### src/hw/rtl/qvr_pkg.sv
`default_nettype none

package qvr_pkg;

   localparam int COMP_W  = 16;
   localparam int FRAC_W  = 14;
   localparam int PROD1_W = 2 * COMP_W;
   localparam int PR_W    = PROD1_W + 2;
   localparam int PROD2_W = COMP_W + PR_W;
   localparam int ACC_W   = PROD2_W + 2;
   localparam int SHIFT_W = 2 * FRAC_W;
   localparam int Q_W     = ACC_W - SHIFT_W;
   localparam int IDX_W   = 8;

   typedef logic signed [COMP_W-1:0] comp_type;
   typedef logic signed [PR_W-1:0]   pr_comp_type;
   typedef logic signed [ACC_W-1:0]  acc_comp_type;
   typedef logic [IDX_W-1:0]         csr_idx_type;

   // rotation quaternion, scalar then i, j, k
   typedef struct packed {
      comp_type w;
      comp_type x;
      comp_type y;
      comp_type z;
   } quat_type;

   typedef struct packed {
      pr_comp_type w;
      pr_comp_type x;
      pr_comp_type y;
      pr_comp_type z;
   } pr_type;

   typedef struct packed {
      acc_comp_type x;
      acc_comp_type y;
      acc_comp_type z;
   } acc_type;

   localparam comp_type ONE_Q14 = comp_type'(16384);

   localparam csr_idx_type REG_ROT_W = csr_idx_type'(0);
   localparam csr_idx_type REG_ROT_X = csr_idx_type'(1);
   localparam csr_idx_type REG_ROT_Y = csr_idx_type'(2);
   localparam csr_idx_type REG_ROT_Z = csr_idx_type'(3);

endpackage

`default_nettype wire

### src/hw/rtl/qvr_csr.sv
`default_nettype none

module qvr_csr
   import qvr_pkg::*;
(
   input  wire logic        clock,
   input  wire logic        reset,
   input  wire logic        csr_valid,
   output logic             csr_ready,
   input  wire csr_idx_type csr_index,
   input  wire comp_type    csr_data,
   output quat_type         rot
);

   quat_type rot_ff;
   quat_type rot_in;

   assign csr_ready = 1'b1;
   assign rot       = rot_ff;

   always_comb begin
      rot_in = rot_ff;
      if (csr_valid) begin
         case (csr_index)
            REG_ROT_W: rot_in.w = csr_data;
            REG_ROT_X: rot_in.x = csr_data;
            REG_ROT_Y: rot_in.y = csr_data;
            REG_ROT_Z: rot_in.z = csr_data;
            default:   rot_in = rot_ff;
         endcase
      end
   end

   always_ff @(posedge clock) begin
      if (reset) begin
         rot_ff.w <= ONE_Q14;
         rot_ff.x <= '0;
         rot_ff.y <= '0;
         rot_ff.z <= '0;
      end else begin
         rot_ff <= rot_in;
      end
   end

endmodule

`default_nettype wire

### config.mk
export PLATFORM = sky130hd
export DESIGN_NAME = qvr_csr
export DESIGN_NICKNAME = d
export VERILOG_FILES = /design/src/hw/rtl/qvr_pkg.sv /design/src/hw/rtl/qvr_csr.sv
export SDC_FILE = /design/constraint.sdc
export NUM_CORES = 1
export LEC_CHECK = 0
export BUFFER_PORTS_ARGS = -buffer_cell sky130_fd_sc_hd__buf_2
export CORE_MARGIN = 3
export CORE_UTILIZATION = 35
export DETAILED_ROUTE_END_ITERATION = 7
export HOLD_SLACK_MARGIN = 0.06
export PLACE_DENSITY_LB_ADDON = 0.12
export SYNTH_ARGS = -nofsm -noshare
export SYNTH_HDL_FRONTEND = slang
export SYNTH_SLANG_ARGS = --single-unit
### constraint.sdc
create_clock -name clock -period 1.3 [get_ports clock]
set_input_delay 0.065 -clock clock [delete_from_list [all_inputs] [get_ports clock]]
set_output_delay 0.065 -clock clock [all_outputs]
set_load 0.02 [all_outputs]
==> results of run 1 <==
## kinds of logic (layout without fill, tap and decap cells)
kind of cell	after synthesis	count (layout)	share of synthesized area, %
DFF	64	64	48.32
muxes	64	64	24.16
buffers and inverters	17	117	5.191
and+or+nand+nor	87	87	22.18
other	1	1	0.1414
## critical path, stage by stage
cell,delay [ns]
buf_2,0.11
nor4b_4,0.31
and4bb_1,0.32
buf_4,0.20
mux2i_1,0.19
## cell usage after synthesis
| library cell | count | area [sq um] |
|---|---|---|
| nand2b_1 | 79 | 494.2 |
| dfxtp_1 | 64 | 1281 |
| mux2i_1 | 64 | 640.6 |
| clkbuf_1 | 9 | 33.78 |
| buf_6 | 5 | 56.30 |
| buf_12 | 2 | 40.04 |
| nor2_1 | 2 | 7.510 |
| and4b_1 | 1 | 10.01 |
| and4bb_1 | 1 | 12.51 |
| buf_4 | 1 | 7.510 |
| conb_1 | 1 | 3.750 |
| nand4_4 | 1 | 21.27 |
| nand4b_1 | 1 | 8.760 |
| nor3_2 | 1 | 10.01 |
| nor4b_4 | 1 | 23.77 |
## per-stage QoR
stage	instance area (sq um)	worst slack, ns	power [mW]
6_report	3463	0.3588	4.061
5_1_grt	3463	0.2690	4.207
4_1_cts	3463	0.3602	4.111
3_5_place_dp	3233	0.01086	2.204
3_3_place_gp	3233	0.05842	2.205
2_1_floorplan	2651	0.1308	2.115
## area by class of cell
| class | instances | area, sq um | area share, % |
|---|---|---|---|
| clock buffers | 12 | 155.1 | 4.480 |
| multi-input cells | 152 | 1232 | 35.59 |
| clock inverters | 3 | 65.06 | 1.879 |
| repair buffers | 102 | 605.6 | 17.49 |
| well taps | 99 | 123.9 | 3.577 |
| flip-flops and latches | 64 | 1281 | 36.99 |
## worst max path at each step
stage	start	endpoint	slack, ns
floorplan	csr_index[6]	rot[37]	0.13
finish	csr_index[6]	rot[60]	0.36
CTS	csr_index[6]	rot[60]	0.36
global route	csr_index[6]	rot[60]	0.27
detailed placement	csr_index[6]	rot[57]	0.01
global placement	csr_index[6]	rot[56]	0.06
## power by group through the flow
stage / Combinational, mW / Clock, mW / Sequential, mW
global placement: 0.197 / 0 / 2.01
detailed placement: 0.196 / 0 / 2.01
global route: 0.213 / 2.03 / 1.96
finish: 0.194 / 1.90 / 1.96
floorplan: 0.104 / 0 / 2.01
CTS: 0.199 / 1.95 / 1.96
## per-layer routing
metal | vias to the layer above | part of all wire, %
met2 | 58 | 47
met1 | 878 | 45
met3 | 8 | 6.4
li1 | 960 | -
met5 | - | 0
met4 | 0 | 1.3
==> summary.txt, run 1 <==
Outcome: complete, no violations
Crit path capture type: flip-flop
Initial antenna violation count: 0
Yosys Warn Count: 0
Synth cell types: 15
Final ANT Viol Nets: 0
Hold path cells: 3
Worst-path fanout max: 6
Routed wire length: 6.098 mm
Synthesized area: 0.002651 sq mm
Switching share of total power: 20.35%
Final Hold Vio Count: 0
R2R depth: 2
Syn nets: 260
Seq pwr share: 48.3%
# clock sinks: 64
Layout Utilization: 47.49%
Worst EP arrival: 1.20 ns
R2r setup slk: 0.70 ns
DIE HEIGHT: 93.04 um
Placed insts: 416
Hold path start: csr_data[15]
Worst min path class: in2reg
Slew Limit Fails: 0
Reg clk slew, reported paths: 0.07 ns
First-pass GRT wire length: 9.680 mm
Post-CTS Setup Inserts: 0
Syn Inst Count: 233
CTS tree: done
Met3 GRT Util: 4.344%
Layout Skew: 0 ns
Port Buffers: 90
Internal: 3.235 mW
Crit share post-route: 72.40%
Vias: 1904
DP HPWL: 4.306 mm
Num CTS Buffers: 9
Met1 usage: 17.33%
CP Class: in2reg
Global route overflow: 0
PD cells: 1173 mW/mm^2
Register area share after synthesis: 48.32%
Most frequent cells in the layout: buf_2, nand2b_1, mux2i_1, dfxtp_1, clkbuf_8
Fillers: 724
Setup TNS Final: 0 ns
Hold-fix buffers, CTS: 1
Overall Global Routing Usage: 14.57%
VDD IR max: 0.4872 mV
Layout cell share with drive strength beyond 1: 35.44%
# H-tree levels: 3
Combinational share of power: 4.8%
Die area: 0.008656 sq mm
Latest clock arrival within the worst-skew pair: 0.32 ns
Final setup viols: 0
Initial core utilization: 36.36%
Met2 capacity usage during global routing: 24.36%
FF-to-FF End: rot[62]
First DRT Iteration DRCs: 36
Area delta synth->final: 30.63%
Largest net degree at the start of global routing: 34
Crit start category: input port
Gr busiest metal: met2
Post_cts resized: 0
Leakage: 1.698 nW
Crit path time final: 0.9412 ns
Longest Clk Path Bufs: 2
Commonest non-fill, non-tap cell in the layout: buf_2
Root Driver: clkbuf_8
Io pins: 92
Routed wire per std cell: 14.12 um
Drt drc: 0
Psw: 826.3 uW
WHS Endpoint: rot[15]
Core area: 0.007292 sq mm
Number of synthesized register bits: 64
Clock power frac: 46.9%
Fmax achieved: 1.062 GHz
Die X: 93.04 um
Worst r2r src: rot[62]
RSZ-0062 raised after global routing: no
Ant diodes: 0
Via density: 4.407
Max cap viols: 0
Worst hold slack: 0.07816 ns
Final non-filler cell total: 432
Number of global-route vias before repair: 1993
Max reg flops: 64
Nets@finish: 356
Row count: 31
Final Wtd Congestion: 0.6818
Initial DRT Pass Iterations: 4
Syn Area/Cell: 11.38 sq um
Critical Path RT: 1.55 ns
Power figures use the tool's default switching activity.
==> run 2, diff against run 1 <==
clock period = 0.9 ns   (was 1.3 ns; I/O delays follow)
==> run 2 against run 1 <==
Compared with the run above: global-route usage is 0.19 points higher; register-to-register slack worse by 0.42 ns; final cell count is 0.93% higher; final area rose by 8.0%; critical path depth did not move; power is 48% higher; clock power increased by 51%; combinational power increased by 55%; sequential share of layout area is 1.4 points lower; wire length rose by 1.1%; sequential power grew 45%; non-clock buffer count grew 3; highest routed layer unchanged.
==> summary.txt, run 2 (synthesized netlist as in run 1, its figures left out) <==
Die area: 0.008656 sq mm
Area delta synth->final: 41.10%
Leakage: 1.735 nW
Core area: 0.007292 sq mm
Nets@finish: 359
Fmax achieved: 1.112 GHz
Max reg flops: 64
CTS tree: done
Port Buffers: 90
Crit path time final: 0.8996 ns
Worst r2r src: rot[48]
Initial antenna violation count: 0
First DRT Iteration DRCs: 30
Initial core utilization: 36.36%
# H-tree levels: 3
Max stage delay on crit path: 0.32 ns
Via density: 4.353
Placed insts: 416
Layout Skew: 0 ns
Die X: 93.04 um
Worst EP arrival: 1.15 ns
VDD IR max: 0.7060 mV
Worst setup margin: 0.0003898 ns
Io pins: 92
Crit share post-route: 99.96%
Worst-path fanout max: 16
# clock sinks: 64
First-pass GRT wire length: 9.804 mm
CP Class: in2reg
Slew Limit Fails: 0
FF-to-FF End: rot[48]
R2r setup slk: 0.28 ns
Hold path start: csr_data[6]
Routed wire per std cell: 14.14 um
RSZ-0062 raised after global routing: yes
R2R depth: 2
Outcome: complete, no violations
Worst min path class: in2reg
PD cells: 1604 mW/mm^2
Row count: 31
WHS Endpoint: rot[38]
Vias: 1898
Commonest non-fill, non-tap cell in the layout: nand2b_1
Number of global-route vias before repair: 1900
Routed wire length: 6.167 mm
Most frequent cells in the layout: nand2b_1, mux2i_1, buf_4, dfxtp_2, buf_2
Hold path cells: 3
Ant diodes: 0
Largest net degree at the start of global routing: 38
Global route overflow: 0
Critical Path RT: 1.15 ns
DP HPWL: 4.137 mm
Max cap viols: 0
Num CTS Buffers: 9
Crit-path cells: buf_6 -> nor4b_4 -> and4bb_1 -> buf_12 -> mux2i_1
Overall Global Routing Usage: 14.75%
Place WS: -0.3571 ns
Root Driver: clkbuf_8
Latest clock arrival within the worst-skew pair: 0.33 ns
Final Hold Vio Count: 0
Slowest CP cell: nor4b_4
Sequential standard cell area: 0.001330 sq mm
Crit start category: input port
Initial DRT Pass Iterations: 4
DIE HEIGHT: 93.04 um
Multi-input logic area: 0.001232 sq mm
Reg clk slew, reported paths: 0.07 ns
Final setup viols: 0
Final ANT Viol Nets: 0
Final non-filler cell total: 436
Drt drc: 0
Post-CTS Setup Inserts: 0
Final Wtd Congestion: 0.6850
Fillers: 720
Layout cell share with drive strength beyond 1: 46.59%
Crit path capture type: flip-flop
Longest Clk Path Bufs: 2
==> run 2: cell count changes in the layout (fill, tap and decap cells not counted), moves of 3 or more <==
cell | previous run | this run
buf_2 | 90 | 26
buf_6 | 0 | 7
dlygate4sd3_1 | 1 | 4
dfxtp_2 | 0 | 39
buf_4 | 6 | 63
dfxtp_1 | 64 | 25
==> run 2: stage by stage <==
stage	setup TNS [ns]	instance area [sq um]	power (mW)	util [%]	hold slack (ns)
after floorplan	-9.424	2655	3.055	-	0.2122
after global placement	-17.36	3233	3.186	44.34	0.3335
after detailed placement	-19.83	3233	3.187	44.34	0.3370
after CTS	0	3592	6.073	49.26	0.06041
after global routing	-0.3668	3741	6.227	51.30	0.07535
final	0	3741	6.000	51.30	0.07088
==> run 2: metal layers <==
| metal | global-route usage, % | vias up | share of wire (%) |
|---|---|---|---|
| li1 | - | 962 | - |
| met1 | 19.04 | 871 | 46 |
| met2 | 21.84 | 58 | 45 |
| met3 | 5.390 | 7 | 7.2 |
| met4 | 6.960 | 0 | 1.1 |
| met5 | 0 | - | 0 |
==> run 2: worst max path at each step <==
| stage | startpoint | endpoint | slack [ns] | depth (start not counted) |
|---|---|---|---|---|
| finish | csr_index[2] | rot[52] | 0.0004 | 5 |
| global route | csr_index[2] | rot[39] | -0.04 | 5 |
| CTS | rot[55] | rot[55] | 0.001 | 1 |
| detailed placement | csr_index[2] | rot[48] | -0.36 | 5 |
| global placement | csr_index[2] | rot[52] | -0.31 | 5 |
| floorplan | csr_index[2] | rot[48] | -0.24 | 5 |
==> run 2: layout make-up <==
| cell class | instances | share of cell area, % |
|---|---|---|
| Sequential cell | 64 | 35.55 |
| Timing Repair Buffer | 105 | 21.97 |
| Tap cell | 99 | 3.311 |
| Clock inverter | 2 | 1.605 |
| Clock buffer | 14 | 4.615 |
| Multi-Input combinational cell | 152 | 32.94 |
==> run 2: worst max-delay path, delay by kind of cell <==
family | cells | cell delay (ns)
simple gates | 2 | 0.60
buf+inv | 2 | 0.28
mux | 1 | 0.21
==> run 2: what timing repair did <==
action                                 4_1_cts  5_1_grt
pin swaps                                    0        1
endpoints found under the hold margin       13        0
cloned                                       0        0
hold buffers                                 4        0
gates resized for setup                     36       72
setup endpoints to repair                   31       81
==> run 2: where the power goes <==
| part | internal, mW | switching (mW) | total (mW) |
|---|---|---|---|
| Combinational | 0.165 | 0.135 | 0.301 |
| Sequential | 2.83 | 0.00202 | 2.84 |
| Clock | 1.79 | 1.07 | 2.86 |
