### src/hw/rtl/qvr_pkg.sv
`default_nettype none

package qvr_pkg;

   localparam int COMP_W  = 16;
   localparam int FRAC_W  = 14;
   localparam int PROD1_W = 2 * COMP_W;
   localparam int PR_W    = PROD1_W + 2;
   localparam int PROD2_W = COMP_W + PR_W;
   localparam int ACC_W   = PROD2_W + 2;
   localparam int SHIFT_W = 2 * FRAC_W;
   localparam int Q_W     = ACC_W - SHIFT_W;
   localparam int IDX_W   = 8;

   typedef logic signed [COMP_W-1:0] comp_type;
   typedef logic signed [PR_W-1:0]   pr_comp_type;
   typedef logic signed [ACC_W-1:0]  acc_comp_type;
   typedef logic [IDX_W-1:0]         csr_idx_type;

   // rotation quaternion, scalar then i, j, k
   typedef struct packed {
      comp_type w;
      comp_type x;
      comp_type y;
      comp_type z;
   } quat_type;

   typedef struct packed {
      pr_comp_type w;
      pr_comp_type x;
      pr_comp_type y;
      pr_comp_type z;
   } pr_type;

   typedef struct packed {
      acc_comp_type x;
      acc_comp_type y;
      acc_comp_type z;
   } acc_type;

   localparam comp_type ONE_Q14 = comp_type'(16384);

   localparam csr_idx_type REG_ROT_W = csr_idx_type'(0);
   localparam csr_idx_type REG_ROT_X = csr_idx_type'(1);
   localparam csr_idx_type REG_ROT_Y = csr_idx_type'(2);
   localparam csr_idx_type REG_ROT_Z = csr_idx_type'(3);

endpackage

`default_nettype wire

### src/hw/rtl/qvr_round_sat.sv
`default_nettype none

// scale down by 2^28 toward zero and clamp to 16 bits, output register
module qvr_round_sat
   import qvr_pkg::*;
(
   input  wire logic    clock,
   input  wire logic    reset,
   input  wire logic    in_valid,
   output logic         in_ready,
   input  wire acc_type in_acc,
   output logic         out_valid,
   input  wire logic    out_ready,
   output comp_type     out_x,
   output comp_type     out_y,
   output comp_type     out_z,
   output logic         out_clipped
);

   logic e_adv;
   logic e_valid_ff;
   comp_type e_x_ff, e_y_ff, e_z_ff;
   comp_type e_x_in, e_y_in, e_z_in;
   logic e_clip_ff, e_clip_in;
   logic clip_x, clip_y, clip_z;

   function automatic comp_type scale_sat(input acc_comp_type acc, output logic clip);
      logic [ACC_W-1:0] bias;
      logic [ACC_W-1:0] biased;
      logic [Q_W-1:0]   q;
      logic [Q_W-COMP_W:0] hi;
      bias   = {{Q_W{1'b0}}, {SHIFT_W{acc[ACC_W-1]}}};
      biased = acc + bias;
      q      = biased[ACC_W-1:SHIFT_W];
      hi     = q[Q_W-1:COMP_W-1];
      clip   = !((&hi) || !(|hi));
      if (clip) begin
         scale_sat = q[Q_W-1] ? {1'b1, {(COMP_W-1){1'b0}}} : {1'b0, {(COMP_W-1){1'b1}}};
      end else begin
         scale_sat = q[COMP_W-1:0];
      end
   endfunction

   assign e_adv    = !e_valid_ff || out_ready;
   assign in_ready = e_adv;

   always_comb begin
      e_x_in    = scale_sat(in_acc.x, clip_x);
      e_y_in    = scale_sat(in_acc.y, clip_y);
      e_z_in    = scale_sat(in_acc.z, clip_z);
      e_clip_in = clip_x || clip_y || clip_z;
   end

   always_ff @(posedge clock) begin
      if (reset) begin
         e_valid_ff <= 1'b0;
      end else if (e_adv) begin
         e_valid_ff <= in_valid;
      end
   end

   always_ff @(posedge clock) begin
      if (e_adv && in_valid) begin
         e_x_ff    <= e_x_in;
         e_y_ff    <= e_y_in;
         e_z_ff    <= e_z_in;
         e_clip_ff <= e_clip_in;
      end
   end

   assign out_valid   = e_valid_ff;
   assign out_x       = e_x_ff;
   assign out_y       = e_y_ff;
   assign out_z       = e_z_ff;
   assign out_clipped = e_clip_ff;

endmodule

`default_nettype wire

### config.mk
export PLATFORM = sky130hd
export DESIGN_NAME = qvr_round_sat
export DESIGN_NICKNAME = d
export VERILOG_FILES = /design/src/hw/rtl/qvr_pkg.sv /design/src/hw/rtl/qvr_round_sat.sv
export SDC_FILE = /design/constraint.sdc
export NUM_CORES = 1
export LEC_CHECK = 0
export ABC_CLOCK_PERIOD_IN_PS = 3700
export BUFFER_PORTS_ARGS = -buffer_cell sky130_fd_sc_hd__buf_2
export CAP_MARGIN = 20
export CORE_MARGIN = 2
export CORE_UTILIZATION = 40
export DETAILED_ROUTE_END_ITERATION = 10
export PLACE_DENSITY = 0.68
export SYNTH_ARGS = -nofsm -noshare
export SYNTH_HDL_FRONTEND = slang
export SYNTH_SLANG_ARGS = --single-unit
### constraint.sdc
create_clock -name clock -period 3.7 [get_ports clock]
set_clock_uncertainty 0.2 [all_clocks]
set_input_delay 0.185 -clock clock [delete_from_list [all_inputs] [get_ports clock]]
set_output_delay 0.185 -clock clock [all_outputs]
set_load 0.05 [all_outputs]
==> impl_metrics.csv, run 1 <==
group,metric,value,unit
run_status,status,"finished clean",
timing,tns,0,ps
die,pin_count,211,
pwr,powerDensity,258.1,mW/mm2
clock_tree,clock_path_buffers,2,
routing,vias,5507,
clock_tree,root_buffer,"clkbuf_16",
routing,remaining_drc_errors,0,
timing,slew_viol_final,0,
die,die_h,120.5,um
synthesis,syn_area,0.005428,mm2
global_routing,grt-ovfl-total,0,
routing,firstDrtPassIters,4,
timing,max_freq,0.2996,GHz
synthesis,synth-edff-count,49,
clock_tree,worstSkewPairLatency,280,ps
synthesis,synthCells,616,
clock_tree,cts_buffers,5,
final_layout,final_util,52.65,%
die,rows,42,
global_routing,antenna_found_initial,0,
synthesis,ys_ff_latch,50,
global_routing,grt_max_degree,35,
synthesis,syn_avg_cell_area,8.811,um2
synthesis,synth.distinct_cells,63,
clock_tree,clk_pin_slew,70,ps
clock_tree,post-cts-setup-buffers,0,
timing,finalCritPeriodShare,90.22,%
synthesis,yosys_warnings,0,
clock_tree,cts.sinks,50,
critical_path,cp-end-kind,"register",
die,core,0.01324,mm2
global_routing,grt_pass1_vias,5009,
die,die_w,120.5,um
timing,fin_crit,3338,ps
place,gp_congestion,0.8674,
final_layout,syn2layout_area_growth,28.45,%
final_layout,nNetsFinal,1086,
critical_path,crit_fanout,21,
final_layout,final_common_cell,"buf_2",
routing,wirelength,13790,um
final_layout,drive_gt1_share,30.02,%
synthesis,yosysSeqAreaShare,27.48,%
timing,setup_viol,0,
timing,relSlewSlack,47.04,%
pwr,peakVddDrop,0.0001485,V
global_routing,grt_pass1_wl,22550,um
critical_path,critical_path_class,"input pin to register",
die,start_util,40.99,%
global_routing,track_usage,18.60,%
die,dieArea,0.01452,mm2
clock_tree,cts_max_level,2,
timing,rsz0062_at_grt,"no",
critical_path,startpoint_type,"input pin",
timing,hold_viol,0,
pwr,power,1.799,mW
synthesis,ys.flop_type,"edfxtp_1",
synthesis,synth_nets,857,
routing,detail-route-antenna-nets,0,
pwr,power.leakage,2.985,nW
final_layout,layout_common_cells,"210 x buf_2, 81 x ha_1, 52 x nand2_1",
place,hpwlAfterDp,11730,um
job,drv_cap,0,
critical_path,arrival,3260,ps
timing,tightest_slew,794.4,ps
place,port_buffers,210,
final_layout,insertedDiodeCount,0,
routing,drt_iter0_drc,351,
critical_path,required,3620,ps
clock_tree,tritoncts,"done",
hold_path,hold_class,"input pin to register",
synthesis,async_reset_ff_share,0,%
routing,wl_per_cell,13.49,um
routing,viasPerCell,5.388,
## synthesized netlist by cell type, types with 3 or more instances
master	n	area (um2)
o2111ai_1	4	35.03
clkbuf_1	4	15.01
xor2_1	30	262.8
nor2b_1	4	25.02
a21oi_1	49	245.2
o31ai_1	7	52.55
nor2_1	31	116.4
nor4_1	7	43.79
a22oi_1	4	30.03
nor3_1	16	80.08
xnor2_1	17	148.9
a31oi_1	11	68.82
o21ai_1	18	90.09
and2_1	6	37.54
nand3_1	27	135.1
o21a_1	8	60.06
o221ai_1	3	26.28
edfxtp_1	49	1471
buf_2	7	35.03
inv_1	12	45.04
a211oi_1	8	60.06
o2bb2ai_1	3	26.28
a211o_1	4	35.03
nand2_1	52	195.2
and4_1	6	52.55
a21o_1	8	60.06
or4_1	4	30.03
nand4_1	27	168.9
o211ai_1	12	90.09
and3_1	17	106.4
ha_1	81	1013
o21ai_0	42	210.2
## metal layers
metal | share of wire (%) | GRT usage [%] | vias up
met5 | 0 | 0 | -
met4 | 0.99 | 3.270 | 0
met3 | 4.7 | 2.028 | 9
met2 | 46 | 31.00 | 143
met1 | 48 | 26.35 | 2464
li1 | - | - | 2891
## worst paths after layout
kind	end	slack [ps]	depth (start not counted)	from
max	out_y[2]$_DFFE_PP_	360	11	in_acc[103]
min	out_z[2]$_DFFE_PP_	80	3	in_acc[30]
max reg2reg	out_clipped$_DFFE_PP_	1720	3	out_valid$_SDFFE_PP0N_
min reg2reg	out_valid$_SDFFE_PP0N_	860	3	out_valid$_SDFFE_PP0N_
## flip-flops by register name (all words and copies together) (netlist names)
signal       count
out_y           16
out_clipped      1
out_valid        1
out_x           16
out_z           16
## timing repair
| action | in CTS | in global routing |
|---|---|---|
| hold endpoints to repair | 1 | 0 |
| hold buffers | 2 | 0 |
| setup endpoints to repair | 0 | 1 |
| resized for setup | 0 | 1 |
## per-stage QoR
stage	setup slack [ps]	std cells	hold slack, ps	instance area [um2]
final	361.8	1022	76.34	6972
after global routing	7.558	1022	97.24	6972
after CTS	367.8	1022	64.60	6970
after detailed placement	70.17	1012	156.0	6804
after global placement	111.6	1012	148.6	6804
after floorplan	699.6	616	54.07	5428
## critical path: stages
cell,delay (ps)
buf_2,320
ha_1,330
and2_4,150
a221o_1,290
a221o_1,360
o2bb2ai_2,160
o21ai_2,330
o21ai_0,180
a211o_1,320
or4_1,470
a22oi_1,170
## report_power, final
part | switching (mW) | internal [mW] | leakage [nW]
sequential | 0.00964 | 0.666 | 0.468
clock | 0.200 | 0.255 | 0.0714
combinational | 0.416 | 0.253 | 2.45
## cell type report
| class | instances | area (um2) |
|---|---|---|
| clock inverter | 2 | 17.52 |
| inverter | 12 | 45.04 |
| fill | 1325 | 6271 |
| clock buffer | 6 | 128.9 |
| timing repair buffer | 234 | 1236 |
| sequential | 50 | 1491 |
| tap | 176 | 220.2 |
| multi-input combinational | 542 | 3832 |
## cell families (layout without fill, tap and decap cells)
kind of cell               after synthesis  after routing  synth area share, %
AOI/OAI and AO/OA                      203            203                23.84
xor gates and xnor gates                47             47                7.584
adders and majority gates               81             81                18.67
buffers and inverters                   24            254                1.959
DFF                                     50             50                27.48
muxes                                    1              1               0.1844
and+or+nand+nor                        210            210                20.29
Note: power is estimated with default switching activity, not from simulation.
==> inputs of run 2 (changes only) <==
ABC_AREA = 1   (was default)
PLACE_DENSITY = default   (was 0.68)
==> impl_metrics.csv, run 2 <==
group,metric,value,unit
critical_path,path_buf_inv,1,
clock_tree,worstSkewPairLatency,300,ps
final_layout,nNetsFinal,2409,
clock_tree,cts_max_level,2,
routing,remaining_drc_errors,0,
timing,rsz0062_at_grt,"no",
routing,viasPerCell,4.802,
critical_path,ff2ff_path_depth,2,
die,dieArea,0.02686,mm2
pwr,power.leakage,6.915,nW
critical_path,r2r_end,"out_x[15]$_DFFE_PP_",
pwr,p_int,1.299,mW
place,port_buffers,210,
critical_path,cpLargestDelayFamily,"simple AND/OR/NAND/NOR gates",
clock_tree,clock_path_buffers,2,
pwr,p_comb_share,51.4,%
clock_tree,clk_pin_slew,70,ps
final_layout,n_fill_cell,2898,
clock_tree,cts.sinks,50,
die,die_w,163.9,um
routing,drt_iter0_drc,733,
synthesis,yosysTopAreaCell,"nand2_1",
final_layout,multi_input_area,0.007315,mm2
timing,tightest_slew,632.1,ps
synthesis,synthCells,1954,
final_layout,insertedDiodeCount,0,
critical_path,rr_startpoint,"out_valid$_SDFFE_PP0N_",
critical_path,max_stage_delay,500,ps
place,pre_cts_slack,527.0,ps
critical_path,required,3540,ps
global_routing,track_usage,23.71,%
critical_path,crit_slowest_cell,"buf_2",
pwr,p_sw_share,45.15,%
routing,wl_per_cell,12.86,um
global_routing,grt-ovfl-total,0,
place,gp_congestion,0.9417,
critical_path,crit_fanout,31,
synthesis,ys_ff_latch,50,
synthesis,synth.most_common_cell,"nand2_1",
critical_path,arrival,2660,ps
clock_tree,post-cts-setup-buffers,0,
synthesis,synth_nets,2195,
timing,setup_ws,881.6,ps
clock_tree,root_buffer,"clkbuf_16",
final_layout,final_common_cell,"nand2_1",
timing,setup_viol,0,
die,pin_count,211,
place,hpwlAfterDp,28010,um
critical_path,startpoint_type,"input pin",
clock_tree,ctsResizeCount,0,
final_layout,final_area,0.01181,mm2
timing,slew_viol_final,0,
timing,hold_viol,0,
synthesis,synth.distinct_cells,38,
synthesis,yosys_warnings,0,
run_status,status,"finished clean",
hold_path,holdPathStages,4,
global_routing,grt_max_degree,37,
pwr,peakVddDrop,0.0002166,V
synthesis,synth_top_area_share,30.84,%
critical_path,critical_path_class,"input pin to register",
pwr,power_switching,1.069,mW
hold_path,hold_class,"input pin to register",
clock_tree,cts_buffers,5,
final_layout,layout_common_cells,"840 x nand2_1, 351 x inv_1, 210 x buf_2",
critical_path,r2r_slack,1890,ps
critical_path,cp-end-kind,"register",
final_layout,syn2layout_area_growth,15.47,%
pwr,clkPwrFrac,20.0,%
synthesis,syn_avg_cell_area,5.233,um2
synthesis,syn_area,0.01022,mm2
synthesis,async_reset_ff_share,0,%
synthesis,synth_area_leaders,"nand2_1 31%, edfxtp_1 14%, inv_1 13%, ha_1 9.9%, nand3_1 8.1%",
final_layout,regArea,0.001491,mm2
clock_tree,cts_hold_buf,2,
hold_path,hp-start,"in_acc[35]",
final_layout,drive_gt1_share,13.05,%
routing,firstDrtPassIters,5,
die,die_h,163.9,um
routing,detail-route-antenna-nets,0,
clock_tree,tritoncts,"done",
critical_path,crit_chain,"buf_2 > ha_1 > a21oi_1 > o21bai_1 > a21oi_1 > nand2_1 > nand2_1 > nand2_1 > and2_0 > nand2_1 > nor2_1 > or2_2 > nand3_1 > nand2_1",
timing,max_freq,0.3548,GHz
place,place_area,0.01164,mm2
pwr,p_seq_share,28.6,%
synthesis,synth-edff-count,49,
timing,relSlewSlack,57.86,%
hold_path,holdPathEnd,"out_z[7]$_DFFE_PP_",
critical_path,crit_top_cell,"nand2_1",
timing,fin_crit,2818,ps
die,core,0.02511,mm2
routing,vias,12000,
synthesis,yosysSeqAreaShare,14.59,%
global_routing,antenna_found_initial,0,
global_routing,grt_pass1_wl,51720,um
synthesis,ys.flop_type,"edfxtp_1",
timing,finalCritPeriodShare,76.17,%
synthesis,synth_commonest_cells,"840 x nand2_1, 351 x inv_1, 204 x nor2_1, 165 x nand3_1, 81 x ha_1",
job,drv_cap,0,
timing,tns,0,ps
global_routing,grt_pass1_vias,11120,
routing,wirelength,32130,um
pwr,powerDensity,200.6,mW/mm2
die,rows,58,
timing,whs,105.7,ps
die,start_util,40.72,%
-- run 2: power groups by stage --
stage	combinational [mW]	clock, mW	sequential, mW
global route	1.38	0.505	0.679
finish	1.22	0.474	0.676
global placement	1.20	0	0.689
CTS	1.22	0.487	0.677
detailed placement	1.21	0	0.689
floorplan	0.720	0	0.810
-- run 2: kinds of logic (layout without fill, tap and decap cells) --
kind of cell | after synthesis | after routing | synth area share [%]
and+or+nand+nor | 1343 | 1343 | 55.04
buffers and inverters | 369 | 584 | 13.99
DFF | 50 | 50 | 14.59
AOI/OAI and AO/OA | 95 | 95 | 5.103
adders and majority gates | 81 | 81 | 9.912
xor gates and xnor gates | 16 | 16 | 1.371
-- run 2: tightest hold or removal path, cell delays in order --
cell and delay [ps]:
buf_2 120, nand3_1 70, nand3_1 70, nand2_1 50
-- run 2: final cells by class --
cell class,instances,share of cell area (%)
inverter,363,11.54
clock buffer,5,1.060
timing repair buffer,213,9.135
sequential,50,12.63
tap,330,3.497
clock inverter,3,0.1802
multi-input combinational,1535,61.95
-- run 2: worst max-delay path by stage --
stage / start / cells past startpoint / slack, ps / endpoint
CTS: in_acc[155] / 16 / 860 / out_x[8]$_DFFE_PP_
global placement: in_acc[155] / 16 / 610 / out_x[9]$_DFFE_PP_
finish: in_acc[103] / 14 / 880 / out_y[10]$_DFFE_PP_
global route: in_acc[51] / 17 / 560 / out_z[6]$_DFFE_PP_
detailed placement: in_acc[155] / 16 / 530 / out_x[7]$_DFFE_PP_
floorplan: out_valid$_SDFFE_PP0N_ / 1 / 50 / out_clipped$_DFFE_PP_
-- run 2: metrics by stage --
stage	util, %	std cells	total power [mW]
6_report	47.02	2499	2.368
5_1_grt	47.02	2499	2.564
4_1_cts	47.02	2499	2.383
3_5_place_dp	46.36	2489	1.900
3_3_place_gp	46.36	2489	1.894
2_1_floorplan	-	1954	1.530
-- run 2: metal layers --
metal | vias up | routed length (um) | part of all wire [%] | track usage (%)
li1 | 6485 | - | - | -
met1 | 5177 | 15300 | 48 | 32.46
met2 | 299 | 14470 | 45 | 40.30
met3 | 38 | 1659 | 5.2 | 2.121
met4 | 0 | 700 | 2.2 | 5.582
met5 | - | 0 | 0 | 0
